[src/sv/cmlr_pkg.sv]
package cmlr_pkg;

  // Fixed widths of the stream fields.
  localparam int SAMPLE_W    = 24;
  localparam int OUT_W       = 16;
  localparam int NUM_SAMPLES = 8;

  // Upper bound on the channel count used for mixing.
  localparam logic [3:0] MAX_SOURCE_CHANNELS = 4'd8;

  // Interpolated results per gap between two frames, and per item overall.
  localparam int MAX_OUTPUTS_PER_FRAME = 16;
  localparam int RESULT_CAP            = 32;
  localparam int COUNT_W               = $clog2(RESULT_CAP + 1);

  // Position arithmetic: Q8.24 step, positions carried on 33 bits.
  localparam int STEP_W = 32;
  localparam int POS_W  = STEP_W + 1;
  localparam int FRAC_W = 24;
  localparam logic [POS_W-1:0] ONE_FRAME = POS_W'(1) << FRAC_W;

  // Register indexes on the configuration channel.
  localparam logic [1:0] CFG_SOURCE_CHANNELS = 2'd0;
  localparam logic [1:0] CFG_OUTPUT_CHANNELS = 2'd1;
  localparam logic [1:0] CFG_POSITION_STEP   = 2'd2;

  localparam logic [1:0] OUT_STEREO = 2'd2;

  typedef struct packed {
    logic signed [SAMPLE_W-1:0] sample_0;
    logic signed [SAMPLE_W-1:0] sample_1;
    logic signed [SAMPLE_W-1:0] sample_2;
    logic signed [SAMPLE_W-1:0] sample_3;
    logic signed [SAMPLE_W-1:0] sample_4;
    logic signed [SAMPLE_W-1:0] sample_5;
    logic signed [SAMPLE_W-1:0] sample_6;
    logic signed [SAMPLE_W-1:0] sample_7;
    logic                       last_frame;
  } frame_t;

  typedef struct packed {
    logic signed [OUT_W-1:0] out_left;
    logic signed [OUT_W-1:0] out_right;
    logic                    last_output;
  } result_t;

  typedef struct packed {
    logic [1:0]        index;
    logic [STEP_W-1:0] value;
  } cfg_t;

  // Controller to datapath.
  typedef struct packed {
    logic load;
    logic div_start;
    logic shift;
    logic mul;
    logic sel_right;
    logic acc;
    logic scale;
    logic close_span;
    logic finish;
    logic emit;
  } cmd_t;

  // Datapath to controller.
  typedef struct packed {
    logic stereo;
    logic div_busy;
    logic more;
    logic tail;
    logic last;
    logic out_free;
  } sts_t;

endpackage

[src/sv/cmlr_ifs.sv]
interface cmlr_frame_if;
  logic                 valid;
  logic                 ready;
  cmlr_pkg::frame_t     data;
  modport source (output valid, output data, input ready);
  modport sink (input valid, input data, output ready);
endinterface

interface cmlr_result_if;
  logic                 valid;
  logic                 ready;
  cmlr_pkg::result_t    data;
  modport source (output valid, output data, input ready);
  modport sink (input valid, input data, output ready);
endinterface

interface cmlr_cfg_if;
  logic                 valid;
  logic                 ready;
  cmlr_pkg::cfg_t       data;
  modport source (output valid, output data, input ready);
  modport sink (input valid, input data, output ready);
endinterface

[src/sv/cmlr_div.sv]
// Restoring divider, one quotient bit per cycle, truncating toward zero.
module cmlr_div (
  input  logic               clk,
  input  logic               rst,
  input  logic               start,
  input  logic signed [26:0] dividend,
  input  logic [3:0]         divisor,
  output logic               busy,
  output logic signed [23:0] quotient
);

  localparam int STEPS = 27;
  localparam int CNT_W = $clog2(STEPS);

  logic [CNT_W-1:0] cnt;
  logic [26:0]      work;
  logic [3:0]       rem;
  logic [3:0]       dvs;
  logic             neg;
  logic [4:0]       rem_sh;
  logic             ge;
  logic [26:0]      mag;

  assign mag    = dividend[26] ? 27'(-dividend) : 27'(dividend);
  assign rem_sh = {rem, work[26]};
  assign ge     = rem_sh >= {1'b0, dvs};

  always_ff @(posedge clk) begin
    if (rst) begin
      busy <= 1'b0;
      cnt  <= '0;
    end else if (start) begin
      busy <= 1'b1;
      cnt  <= CNT_W'(STEPS - 1);
      work <= mag;
      rem  <= '0;
      dvs  <= divisor;
      neg  <= dividend[26];
    end else if (busy) begin
      rem  <= ge ? 4'(rem_sh - {1'b0, dvs}) : rem_sh[3:0];
      work <= {work[25:0], ge};
      if (cnt == '0) begin
        busy <= 1'b0;
      end else begin
        cnt <= cnt - 1'b1;
      end
    end
  end

  assign quotient = neg ? 24'(-work) : work[23:0];

endmodule

[src/sv/cmlr_dp.sv]
// Datapath: configuration registers, mixing, frame history, position
// bookkeeping, the shared interpolation multiplier and the result register.
module cmlr_dp (
  input  logic                   clk,
  input  logic                   rst,
  input  cmlr_pkg::cmd_t         cmd,
  output cmlr_pkg::sts_t         sts,
  input  cmlr_pkg::frame_t       frame,
  input  logic                   cfg_wr,
  input  cmlr_pkg::cfg_t         cfg_data,
  output logic                   res_valid,
  input  logic                   res_ready,
  output cmlr_pkg::result_t      res_data
);

  localparam int SW = cmlr_pkg::SAMPLE_W;
  localparam int PW = cmlr_pkg::POS_W;
  localparam int CW = cmlr_pkg::COUNT_W;

  logic [3:0]                  src_ch;
  logic [1:0]                  out_ch;
  logic [cmlr_pkg::STEP_W-1:0] step;

  logic signed [SW-1:0] smp [cmlr_pkg::NUM_SAMPLES];
  logic                 last_q;

  logic signed [SW-1:0] older_l, older_r, newer_l, newer_r;
  logic signed [SW:0]   diff_l, diff_r;
  logic [31:0]          phase;
  logic                 frame_seen;
  logic [PW-1:0]        p;
  logic [CW-1:0]        count;
  logic                 tail;
  logic                 span_en;

  logic signed [SW-1:0] a_q;
  logic signed [49:0]   prod;
  logic signed [49:0]   acc;
  logic signed [15:0]   left_q, right_q;

  logic [3:0]           nch;
  logic                 stereo;
  logic signed [26:0]   sum;
  logic signed [SW-1:0] div_q;
  logic                 div_busy;
  logic signed [SW-1:0] ml, mr;
  logic [PW-1:0]        p_adv, phase_adv, span_phase;
  logic [CW-1:0]        count_adv;
  logic                 next_exists;
  logic [SW-1:0]        f;
  logic signed [SW:0]   d_sel;

  function automatic logic signed [15:0] scale16(input logic signed [49:0] v);
    logic [47:0] mag;
    logic [62:0] scaled;
    logic [15:0] m16;
    if (v >= (50'sd1 <<< 47)) begin
      scale16 = 16'sd32767;
    end else if (v <= -(50'sd1 <<< 47)) begin
      scale16 = -16'sd32767;
    end else begin
      mag     = v[49] ? 48'(-v) : v[47:0];
      scaled  = {mag, 15'b0} - {15'b0, mag};
      m16     = scaled[62:47];
      scale16 = v[49] ? -m16 : m16;
    end
  endfunction

  // Channel count as used for mixing: zero counts as one, and counts above eight are clamped to eight.
  always_comb begin
    if (src_ch == 4'd0) begin
      nch = 4'd1;
    end else if (src_ch > cmlr_pkg::MAX_SOURCE_CHANNELS) begin
      nch = cmlr_pkg::MAX_SOURCE_CHANNELS;
    end else begin
      nch = src_ch;
    end
  end

  assign stereo = (out_ch == cmlr_pkg::OUT_STEREO);

  always_comb begin
    sum = '0;
    for (int c = 0; c < cmlr_pkg::NUM_SAMPLES; c++) begin
      if (4'(c) < nch) begin
        sum = sum + 27'(smp[c]);
      end
    end
  end

  cmlr_div u_div (
    .clk      (clk),
    .rst      (rst),
    .start    (cmd.div_start),
    .dividend (sum),
    .divisor  (nch),
    .busy     (div_busy),
    .quotient (div_q)
  );

  assign ml = stereo ? smp[0] : div_q;
  assign mr = stereo ? ((nch == 4'd1) ? smp[0] : smp[1]) : '0;

  assign span_phase = (p >= cmlr_pkg::ONE_FRAME) ? (p - cmlr_pkg::ONE_FRAME) : '0;

  // Look ahead one position so the final result of an item can be marked.
  assign p_adv     = p + PW'(step);
  assign count_adv = count + 1'b1;
  assign phase_adv = (p_adv >= cmlr_pkg::ONE_FRAME) ? (p_adv - cmlr_pkg::ONE_FRAME) : '0;

  always_comb begin
    if (tail) begin
      next_exists = (p_adv <= cmlr_pkg::ONE_FRAME) && (count_adv < CW'(cmlr_pkg::RESULT_CAP));
    end else begin
      next_exists = ((p_adv < cmlr_pkg::ONE_FRAME) &&
                     (count_adv < CW'(cmlr_pkg::MAX_OUTPUTS_PER_FRAME))) ||
                    (last_q && (phase_adv <= cmlr_pkg::ONE_FRAME) &&
                     (count_adv < CW'(cmlr_pkg::RESULT_CAP)));
    end
  end

  assign f     = tail ? '0 : p[SW-1:0];
  assign d_sel = cmd.sel_right ? diff_r : diff_l;

  always_comb begin
    sts.stereo   = stereo;
    sts.div_busy = div_busy;
    sts.tail     = tail;
    sts.last     = last_q;
    sts.out_free = !res_valid || res_ready;
    if (tail) begin
      sts.more = (p <= cmlr_pkg::ONE_FRAME) && (count < CW'(cmlr_pkg::RESULT_CAP));
    end else begin
      sts.more = span_en && (p < cmlr_pkg::ONE_FRAME) &&
                 (count < CW'(cmlr_pkg::MAX_OUTPUTS_PER_FRAME));
    end
  end

  // Control state and configuration.
  always_ff @(posedge clk) begin
    if (rst) begin
      src_ch     <= 4'd1;
      out_ch     <= 2'd1;
      step       <= 32'd16777216;
      frame_seen <= 1'b0;
      phase      <= '0;
      tail       <= 1'b0;
      span_en    <= 1'b0;
      count      <= '0;
      res_valid  <= 1'b0;
    end else begin
      if (cfg_wr) begin
        case (cfg_data.index)
          cmlr_pkg::CFG_SOURCE_CHANNELS: src_ch <= cfg_data.value[3:0];
          cmlr_pkg::CFG_OUTPUT_CHANNELS: out_ch <= cfg_data.value[1:0];
          cmlr_pkg::CFG_POSITION_STEP:   step   <= cfg_data.value;
          default: ;
        endcase
      end
      if (res_valid && res_ready) begin
        res_valid <= 1'b0;
      end
      if (cmd.shift) begin
        count      <= '0;
        tail       <= 1'b0;
        span_en    <= frame_seen;
        frame_seen <= 1'b1;
        if (!frame_seen) begin
          phase <= '0;
        end
      end
      if (cmd.close_span) begin
        phase <= span_phase[31:0];
        if (last_q) begin
          tail <= 1'b1;
        end
      end
      if (cmd.finish) begin
        frame_seen <= 1'b0;
        phase      <= '0;
      end
      if (cmd.emit) begin
        count     <= count_adv;
        res_valid <= 1'b1;
      end
    end
  end

  // Payload registers.
  always_ff @(posedge clk) begin
    if (cmd.load) begin
      smp[0] <= frame.sample_0;
      smp[1] <= frame.sample_1;
      smp[2] <= frame.sample_2;
      smp[3] <= frame.sample_3;
      smp[4] <= frame.sample_4;
      smp[5] <= frame.sample_5;
      smp[6] <= frame.sample_6;
      smp[7] <= frame.sample_7;
      last_q <= frame.last_frame;
    end
    if (cmd.shift) begin
      older_l <= frame_seen ? newer_l : ml;
      older_r <= frame_seen ? newer_r : mr;
      newer_l <= ml;
      newer_r <= mr;
      diff_l  <= (SW+1)'(ml) - (SW+1)'(frame_seen ? newer_l : ml);
      diff_r  <= (SW+1)'(mr) - (SW+1)'(frame_seen ? newer_r : mr);
      p       <= frame_seen ? PW'(phase) : '0;
    end
    if (cmd.close_span && last_q) begin
      p <= span_phase;
    end
    if (cmd.mul) begin
      prod <= 50'(d_sel * $signed({1'b0, f}));
      if (tail) begin
        a_q <= cmd.sel_right ? newer_r : newer_l;
      end else begin
        a_q <= cmd.sel_right ? older_r : older_l;
      end
    end
    if (cmd.acc) begin
      acc <= {{2{a_q[SW-1]}}, a_q, 24'b0} + prod;
    end
    if (cmd.scale) begin
      if (cmd.sel_right) begin
        right_q <= scale16(acc);
      end else begin
        left_q <= scale16(acc);
      end
    end
    if (cmd.emit) begin
      p                    <= p_adv;
      res_data.out_left    <= left_q;
      res_data.out_right   <= stereo ? right_q : '0;
      res_data.last_output <= last_q && !next_exists;
    end
  end

`ifndef SYNTHESIS
  a_no_overwrite: assert property (@(posedge clk) disable iff (rst)
    cmd.emit |-> (!res_valid || res_ready))
    else $error("result register overwritten before it was taken");

  a_tail_on_last: assert property (@(posedge clk) disable iff (rst)
    (cmd.emit && tail) |-> last_q)
    else $error("end-of-stream result emitted for a frame that is not last");

  a_phase_clear: assert property (@(posedge clk) disable iff (rst)
    !frame_seen |-> (phase == '0))
    else $error("phase left over while no stream is open");

  a_emit_valid: assert property (@(posedge clk) disable iff (rst)
    cmd.emit |=> res_valid)
    else $error("emitted result not presented");
`endif

endmodule

[src/sv/cmlr_ctrl.sv]
// Sequencer: walks one item through mixing, history update and the
// interpolation loop, issuing one datapath command group per cycle.
module cmlr_ctrl (
  input  logic            clk,
  input  logic            rst,
  input  logic            in_valid,
  output logic            in_ready,
  input  cmlr_pkg::sts_t  sts,
  output cmlr_pkg::cmd_t  cmd
);

  typedef enum logic [3:0] {
    IDLE, MIX, DIV_WAIT, SHIFT, CHECK,
    MUL_L, ACC_L, SCL_L, MUL_R, ACC_R, SCL_R, EMIT
  } state_t;

  state_t state;

  always_ff @(posedge clk) begin
    if (rst) begin
      state <= IDLE;
    end else begin
      case (state)
        IDLE:     if (in_valid) state <= MIX;
        MIX:      state <= sts.stereo ? SHIFT : DIV_WAIT;
        DIV_WAIT: if (!sts.div_busy) state <= SHIFT;
        SHIFT:    state <= CHECK;
        CHECK: begin
          if (sts.more) begin
            state <= MUL_L;
          end else if (!sts.tail && sts.last) begin
            state <= CHECK;
          end else begin
            state <= IDLE;
          end
        end
        MUL_L:    state <= ACC_L;
        ACC_L:    state <= SCL_L;
        SCL_L:    state <= sts.stereo ? MUL_R : EMIT;
        MUL_R:    state <= ACC_R;
        ACC_R:    state <= SCL_R;
        SCL_R:    state <= EMIT;
        EMIT:     if (sts.out_free) state <= CHECK;
        default:  state <= IDLE;
      endcase
    end
  end

  assign in_ready = (state == IDLE);

  always_comb begin
    cmd            = '0;
    cmd.load       = (state == IDLE) && in_valid;
    cmd.div_start  = (state == MIX) && !sts.stereo;
    cmd.shift      = (state == SHIFT);
    cmd.mul        = (state == MUL_L) || (state == MUL_R);
    cmd.acc        = (state == ACC_L) || (state == ACC_R);
    cmd.scale      = (state == SCL_L) || (state == SCL_R);
    cmd.sel_right  = (state == MUL_R) || (state == SCL_R);
    cmd.close_span = (state == CHECK) && !sts.more && !sts.tail;
    cmd.finish     = (state == CHECK) && !sts.more && sts.tail;
    cmd.emit       = (state == EMIT) && sts.out_free;
  end

`ifndef SYNTHESIS
  a_div_wait: assert property (@(posedge clk) disable iff (rst)
    sts.div_busy |-> (state == DIV_WAIT))
    else $error("divider running outside its wait state");
`endif

endmodule

[src/sv/channel_mix_linear_resampler.sv]
// Channel     Role      Payload
// frames      in        sample_0..sample_7 (Q1.23), last_frame
// results     out       out_left, out_right, last_output
// cfg         in        index (2 bits), value (32 bits)
//
// An item is accepted, mixed and then written into the frame history. Mono
// mixing adds the serial divider that forms the channel mean. Each result
// then passes through multiply, accumulate and scale steps for the left
// channel and, in stereo, again for the right (one multiplier shared by both
// channels) before it is emitted. Reset is synchronous, active high,
// and clears the configuration to its defaults and the stream state. A stalled
// result side holds the sequencer only when the next result is ready to go.
module channel_mix_linear_resampler (
  input  logic          clk,
  input  logic          rst,
  cmlr_frame_if.sink    frames,
  cmlr_result_if.source results,
  cmlr_cfg_if.sink      cfg
);

  cmlr_pkg::cmd_t cmd;
  cmlr_pkg::sts_t sts;
  logic           in_ready;

  // Configuration writes are always taken; they must only arrive while idle, which the block does not enforce.
  assign cfg.ready    = 1'b1;
  assign frames.ready = in_ready;

  // The sequencer owns the input handshake and steps the datapath.
  cmlr_ctrl u_ctrl (
    .clk      (clk),
    .rst      (rst),
    .in_valid (frames.valid),
    .in_ready (in_ready),
    .sts      (sts),
    .cmd      (cmd)
  );

  // The datapath holds the stream state and the result register, so a
  // finished result can wait while the next item is accepted.
  cmlr_dp u_dp (
    .clk       (clk),
    .rst       (rst),
    .cmd       (cmd),
    .sts       (sts),
    .frame     (frames.data),
    .cfg_wr    (cfg.valid),
    .cfg_data  (cfg.data),
    .res_valid (results.valid),
    .res_ready (results.ready),
    .res_data  (results.data)
  );

endmodule
[src/flat_wrapper.sv]
// flat-port wrapper written by rule: the top's interface ports become plain ports
module channel_mix_linear_resampler_flat 
  (clk, rst, frames_valid, frames_data, frames_ready, results_valid, results_data, results_ready, cfg_valid, cfg_data, cfg_ready);
  cmlr_frame_if frames_i ();
  cmlr_result_if results_i ();
  cmlr_cfg_if cfg_i ();
  input  logic clk;
  input  logic rst;
  input wire logic [$bits(frames_i.valid)-1:0] frames_valid;
  input wire logic [$bits(frames_i.data)-1:0] frames_data;
  output wire logic [$bits(frames_i.ready)-1:0] frames_ready;
  output wire logic [$bits(results_i.valid)-1:0] results_valid;
  output wire logic [$bits(results_i.data)-1:0] results_data;
  input wire logic [$bits(results_i.ready)-1:0] results_ready;
  input wire logic [$bits(cfg_i.valid)-1:0] cfg_valid;
  input wire logic [$bits(cfg_i.data)-1:0] cfg_data;
  output wire logic [$bits(cfg_i.ready)-1:0] cfg_ready;
  assign frames_i.valid = frames_valid;
  assign frames_i.data = frames_data;
  assign frames_ready = frames_i.ready;
  assign results_valid = results_i.valid;
  assign results_data = results_i.data;
  assign results_i.ready = results_ready;
  assign cfg_i.valid = cfg_valid;
  assign cfg_i.data = cfg_data;
  assign cfg_ready = cfg_i.ready;
  channel_mix_linear_resampler u_core (.clk(clk), .rst(rst), .frames(frames_i), .results(results_i), .cfg(cfg_i));
endmodule
[config.mk]
export PLATFORM = sky130hd
export DESIGN_NAME = channel_mix_linear_resampler_flat
export DESIGN_NICKNAME = d
export VERILOG_FILES = /design/src/sv/cmlr_pkg.sv /design/src/sv/cmlr_ifs.sv /design/src/sv/cmlr_div.sv /design/src/sv/cmlr_dp.sv /design/src/sv/cmlr_ctrl.sv /design/src/sv/channel_mix_linear_resampler.sv /design/src/flat_wrapper.sv
export SDC_FILE = /design/constraint.sdc
export NUM_CORES = 2
export LEC_CHECK = 0
export BUFFER_PORTS_ARGS = -buffer_cell sky130_fd_sc_hd__buf_2
export CAP_MARGIN = 20
export CORE_MARGIN = 3
export CORE_UTILIZATION = 55
export CTS_CLUSTER_DIAMETER = 30
export DETAILED_ROUTE_END_ITERATION = 7
export PLACE_DENSITY = 0.74
export SLEW_MARGIN = 10
export SYNTH_ARGS = -nofsm -noshare
export SYNTH_HDL_FRONTEND = slang
export SYNTH_SLANG_ARGS = --single-unit
export TNS_END_PERCENT = 10
[constraint.sdc]
create_clock -name clk -period 21.4 [get_ports clk]
set_input_delay 2.14 -clock clk [delete_from_list [all_inputs] [get_ports clk]]
set_output_delay 2.14 -clock clk [all_outputs]
set_load 0.01 [all_outputs]
After elaboration in Yosys (flattened, before gate mapping)
Memory sizes are Yosys's and may differ from the RTL's.
Cells that the tools add are included.
{ "classes": {"add_sub_neg": 21, "bitwise": 3, "n_mux": 66, "reduce_logical": 50, "n_eq_ne": 20, "n_lt_le_gt_ge": 23, "n_mul": 1} }
{ "ops": {"columns": ["operator", "n"], "rows": [
  ["$mux 27", 11],
  ["$mux 24", 10],
  ["$add 27x24->27", 7],
  ["$mux 33", 5],
  ["$mux 32", 4],
  ["$le 33x25->1 const B", 3],
  ["$mux 25", 3],
  ["$ge 33x25->1 const B", 2],
  ["$lt 33x25->1 const B", 2],
  ["$sub 33x25->33 const B", 2],
  ["$sub 63x48->63", 1],
  ["$add 50x50->50", 1],
  ["$ge 50x49->1 const B", 1],
  ["$le 50x48->1 const B", 1],
  ["$mul 25x25->50", 1],
  ["$sub 24x25->25", 2],
  ["$mux 16", 3],
  ["$mux 48", 1],
  ["$neg 48->48", 1],
  ["$pmux 4 s12", 1],
  ["$add 33x32->33", 1],
  ["$mux 4", 7],
  ["$neg 27->27", 1],
  ["$neg 24->24", 1],
  ["other kinds (36)", 112]
]} }
{ "totals": {"output_inout_bits": 36, "register_bits": 495, "mem_bits_rw": 192, "elab_cells": 218, "n_memories": 1, "in_bits": 232} }
{ "memory_table": {"columns": ["name", "words", "word_bits", "read_ports", "rd_clocked_by_memory_dff", "wr", "line_no", "rtl"], "rows": [
  ["u_core.u_dp.smp", 8, 24, 8, 0, 8, "cmlr_dp.sv:24", "logic signed [SW-1:0] smp [cmlr_pkg::NUM_SAMPLES];"]
]} }

Depth between registers and ports, before layout
{ "logic_depth": {"word_depth": 22, "ltp_mapped": 69} }

By module
A second synthesis with hierarchy kept.
{ "hier_totals": {"hier_cells": 6884, "area_unflattened_um2": 66440.0} }
{ "by_module_without_submodules": {"columns": ["module", "cells_per_inst", "area_per_inst_um2", "n_inst"], "rows": [
  ["cmlr_dp", 6518, 63168.1, 1],
  ["cmlr_div", 308, 2857.7, 1],
  ["cmlr_ctrl", 56, 402.9, 1],
  ["channel_mix_linear_resampler", 2, 11.3, 1]
]} }

Worst setup path before layout
Ideal clock, no wire load.
{ "synth_timing": {"path_type": "reg-to-reg", "startpoint": "register u_core.u_dp.src_ch[1]", "endpoint": "register u_core.u_dp.u_div.work[13], data pin", "path_stages_with_launch": 57, "path_slack_ns": 8.785, "t_required_ns": 21.143, "synth_period_minus_slack_ns": 12.615, "arrival_time_ns": 12.358, "setup_time_ns": 0.257, "n_path_buf": 8, "cell_sequence": "dfxtp_1 > clkbuf_1 > nor3_2 > clkbuf_1 > clkbuf_1 > clkbuf_1 > clkbuf_1 > o21ai_0 > ha_1 > or3_1 > o221a_2 > or4_1 > and3_1 > nand2b_1 > ha_1 > a21oi_1 > nor2b_1 > a311o_1 > [... 21 more ...] > a31oi_1 > o21ai_0 > a31oi_1 > mux2i_1 > o211a_1 > ha_1 > and3_1 > a21oi_1 > o21ai_0 > o41a_1 > a31oi_1 > mux2i_1 > nor2_1 > o211ai_1 > and2_1 > clkbuf_1 > mux2i_1 > nand2_1"} }
{ "synth_via": {"elab_chain_len": 22} }
{ "synth_lines": {"columns": ["item", "line_no", "rtl"], "rows": [
  ["from (decl)", "cmlr_dp.sv:20", "logic [3:0] src_ch;"],
  ["from (signal assigned)", "cmlr_dp.sv:154", "cmlr_pkg::CFG_SOURCE_CHANNELS: src_ch <= cfg_data.value[3:0];"],
  ["$gt 4x4->1", "cmlr_dp.sv:73", "end else if (src_ch > cmlr_pkg::MAX_SOURCE_CHANNELS) begin"],
  ["$mux 4", "cmlr_dp.sv:73", null],
  ["$mux 4 *", "cmlr_dp.sv:71", "if (src_ch == 4'd0) begin"],
  ["$lt 1x4->1", "cmlr_dp.sv:85", "if (4'(c) < nch) begin"],
  ["$mux 27", "cmlr_dp.sv:85", null],
  ["$add 27x24->27", "cmlr_dp.sv:86", "sum = sum + 27'(smp[c]);"],
  ["$mux 27", "cmlr_dp.sv:85", null],
  ["$add 27x24->27", "cmlr_dp.sv:86", null],
  ["[... 6 more ...]", null, null],
  ["$mux 27", "cmlr_dp.sv:85", null],
  ["$add 27x24->27", "cmlr_dp.sv:86", null],
  ["$mux 27", "cmlr_dp.sv:85", null],
  ["$add 27x24->27", "cmlr_dp.sv:86", null],
  ["$mux 27 *", "cmlr_dp.sv:85", null],
  ["$neg 27->27", "cmlr_div.sv:24", "assign mag = dividend[26] ? 27'(-dividend) : 27'(dividend);"],
  ["$mux 27 *", "cmlr_div.sv:24", null],
  ["$mux 27 *", "cmlr_div.sv:32", "end else if (start) begin"],
  ["to (signal assigned)", "cmlr_div.sv:35", "work <= mag;"],
  ["to (signal assigned)", "cmlr_div.sv:41", "work <= {work[25:0], ge};"],
  ["to (decl)", "cmlr_div.sv:16", "logic [26:0] work;"]
]} }
Every way passes the cells marked *; elsewhere a longest branch is shown, timed or not.
A chain may end at the register's enable or synchronous reset.

==> out/metrics.csv <==
metric,value,unit
drt pass-1 iters,8,
CP Data Arrival Time,16.03,ns
"slowest stage delay, CP",0.65,ns
Synth Cell Area,68730,sq um
Worst Hold Class,reg2reg,
first-pass GRT wire length,327.4,mm
Sink Count,687,
H-Tree Depth,4,
Post-synth top flop,edfxtp_1,
Synthesized Nets,8634,
layout cells sized above 1,0.1048,
CP most frequent cell,ha_1,
Fin. Hold Viols,0,
nets@finish,8843,
detailed-route via count,56070,
"count leader, synth",inv_1,
core area,123800,sq um
Clock Path Buffers,3,
"Setup violations, final",0,
ANT nets after route,0,
hpwl dp,167.4,mm
Remaining DRCs,1,
outcome,"finished, violations left",
initial antenna violation count,5,
routed len/inst,23.21,um
Core Rows,129,
largest cells by area after synthesis,"edfxtp_1, fa_1, ha_1",
RSZ-0062 raised after global routing,false,
Layout area overhead,12.04,%
post-synth top area share,0.2608,
Critical Path End Type,register,
Tmin final,15.42,ns
vias in the first global route,56300,
Max-slew headroom,0.2463,
Yosys warnings,0,
Post-CTS Resized,0,
largest net degree at the start of global routing,81,
WL final,214.5,mm
Starting Density,0.5552,
dominant cell type by area after synthesis,edfxtp_1,
CP max-delay cell,a21boi_0,
Congestion Overflow GR,0,
Die H,359.5,um
# fillers,10090,
Worst EP required,22.01,ns
most frequent cells after synthesis,"inv_1, nand2_1, nor2_1, fa_1, edfxtp_1",
CTS tree,built,
Least-Margin Pin Slew,1.131,ns
CTS buffer count,145,
Setup TNS Final,0,ns
fin util,0.6220,
#FFs+latches synth,687,
Root Buffer,clkbuf_16,
Routability Congestion,0.9944,
DR iter-0 viols,4986,
CP max FO,17,
Post-CTS Setup Bufs,0,
"Clk Latency, worst-skew pair",0.80,ns
clock slew at reported path FFs,0.05,ns
fmax,64.84,MHz
"Period Utilization, post-route",0.7207,
die extent in x,359.5,um
max-slew violations,0,
failing checks,DRC,
hold_buf cts,0,
Avg Vias per Cell,6.068,
number of flops mapped to enable cells by yosys,597,
Max Cap Viol,0,
WHS,0.4027,ns
crit start category,register,
Synth Area per Inst,9.456,sq um
CP Class,reg2reg,
Die ar.,129200,sq um
sequential area share after synthesis,0.2871,
async set or reset register ratio after synthesis,0,
Post-Synthesis Cells,7268,
Top Ports,268,
Yosys cell types,100,
port buffer count,266,
skew final,0.05393,ns
Total Routing Usage GR,0.3284,
## worst max-delay path: cells and delay by family (launching register included)
kind / cells / cell delay [ns]
buf+inv: 4 / 0.47
flops: 1 / 0.39
mux: 2 / 0.51
simple gates: 16 / 3.07
xor+xnor: 6 / 0.98
compound gates: 25 / 7.06
fa+ha+maj: 8 / 2.79
## cell type report
type,instances,area [sq um],share of cell area
Timing Repair Buffer,368,2130,0.02765
Multi-Input combinational cell,5430,44780,0.5816
Sequential cell,687,19730,0.2563
Clock buffer,159,3701,0.04806
Clock inverter,109,1420,0.01844
Antenna cell,5,12.51,0.0001625
Tap cell,1637,2048,0.02660
Inverter,845,3177,0.04126
## cells in the final DEF, fill, tap and decap left out, types with 45 or more instances in the layout
cell and n:
mux2i_1 93, o21ai_0 283, buf_4 98, nand3_1 102
and2_1 81, a22oi_1 49, a21o_1 165, and3_1 52
xnor2_1 233, ha_1 489, a21oi_1 381, nand2_1 822
xor2_1 129, a211oi_1 45, edfxtp_1 597, inv_1 842
nor3_1 117, buf_2 266, clkbuf_16 145, nand2b_1 80
fa_1 645, nor2_1 657, dfxtp_1 87, nor2b_1 79
or3_1 53, o21a_1 74, a31oi_1 52
## per-stage QoR
step | cells | instance area, sq um | setup WS (ns)
after floorplan | 7268 | 68730 | 8.785
after global placement | 8963 | 71810 | 6.657
after detailed placement | 8963 | 71810 | 6.342
after CTS | 9231 | 76930 | 6.288
after global routing | 9236 | 76990 | 5.012
final | 9240 | 77000 | 5.978
## sequential cells by signal (all words and copies together) (netlist names), 6 cells and up
register and cells:
u_core.u_dp.smp 192, u_core.u_dp.prod 50, u_core.u_dp.left_q 16, u_core.u_dp.phase 32
u_core.u_dp.diff_r 25, u_core.u_dp.older_r 24, u_core.u_dp.acc 50, u_core.u_dp.right_q 16
u_core.u_dp.p 33, u_core.u_dp.newer_l 24, u_core.u_dp.a_q 24, u_core.u_dp.res_data 33
u_core.u_dp.older_l 24, u_core.u_dp.diff_l 25, u_core.u_dp.newer_r 24, u_core.u_dp.step 32
u_core.u_dp.count 6, u_core.u_dp.u_div.work 27
## metal layers
| metal | wire length (um) | vias to the layer above | global-route usage |
|---|---|---|---|
| met2 | 99420 | 2572 | 0.5342 |
| met5 | 12 | - | 0 |
| li1 | - | 25490 | - |
| met4 | 12470 | 2 | 0.1680 |
| met1 | 85020 | 27460 | 0.4177 |
| met3 | 17540 | 545 | 0.06603 |
## final timing paths
path	from	to	slack, ns	cells after the start
max	u_core.u_dp.smp[0][0]	u_core.u_dp.u_div.work[21]	5.98	61
min	u_core.u_dp.prod[20]	u_core.u_dp.acc[20]	0.40	0
min reg2reg	u_core.u_dp.prod[20]	u_core.u_dp.acc[20]	0.40	0
max reg2reg	u_core.u_dp.smp[0][0]	u_core.u_dp.u_div.work[21]	5.98	61
## kinds of logic after synthesis
kind of cell,count (synthesis),share of synthesized area
compound gates,1481,0.1425
xor+xnor,367,0.04741
fa+ha+maj,1135,0.2770
buf+inv,1151,0.06312
flops,687,0.2871
mux,165,0.02918
other cells,1,0.00005456
simple gates,2281,0.1536
Power is left out: the tool's default activity adds up to more than one toggle a clock period on the data nets, which glitch-free logic cannot reach.
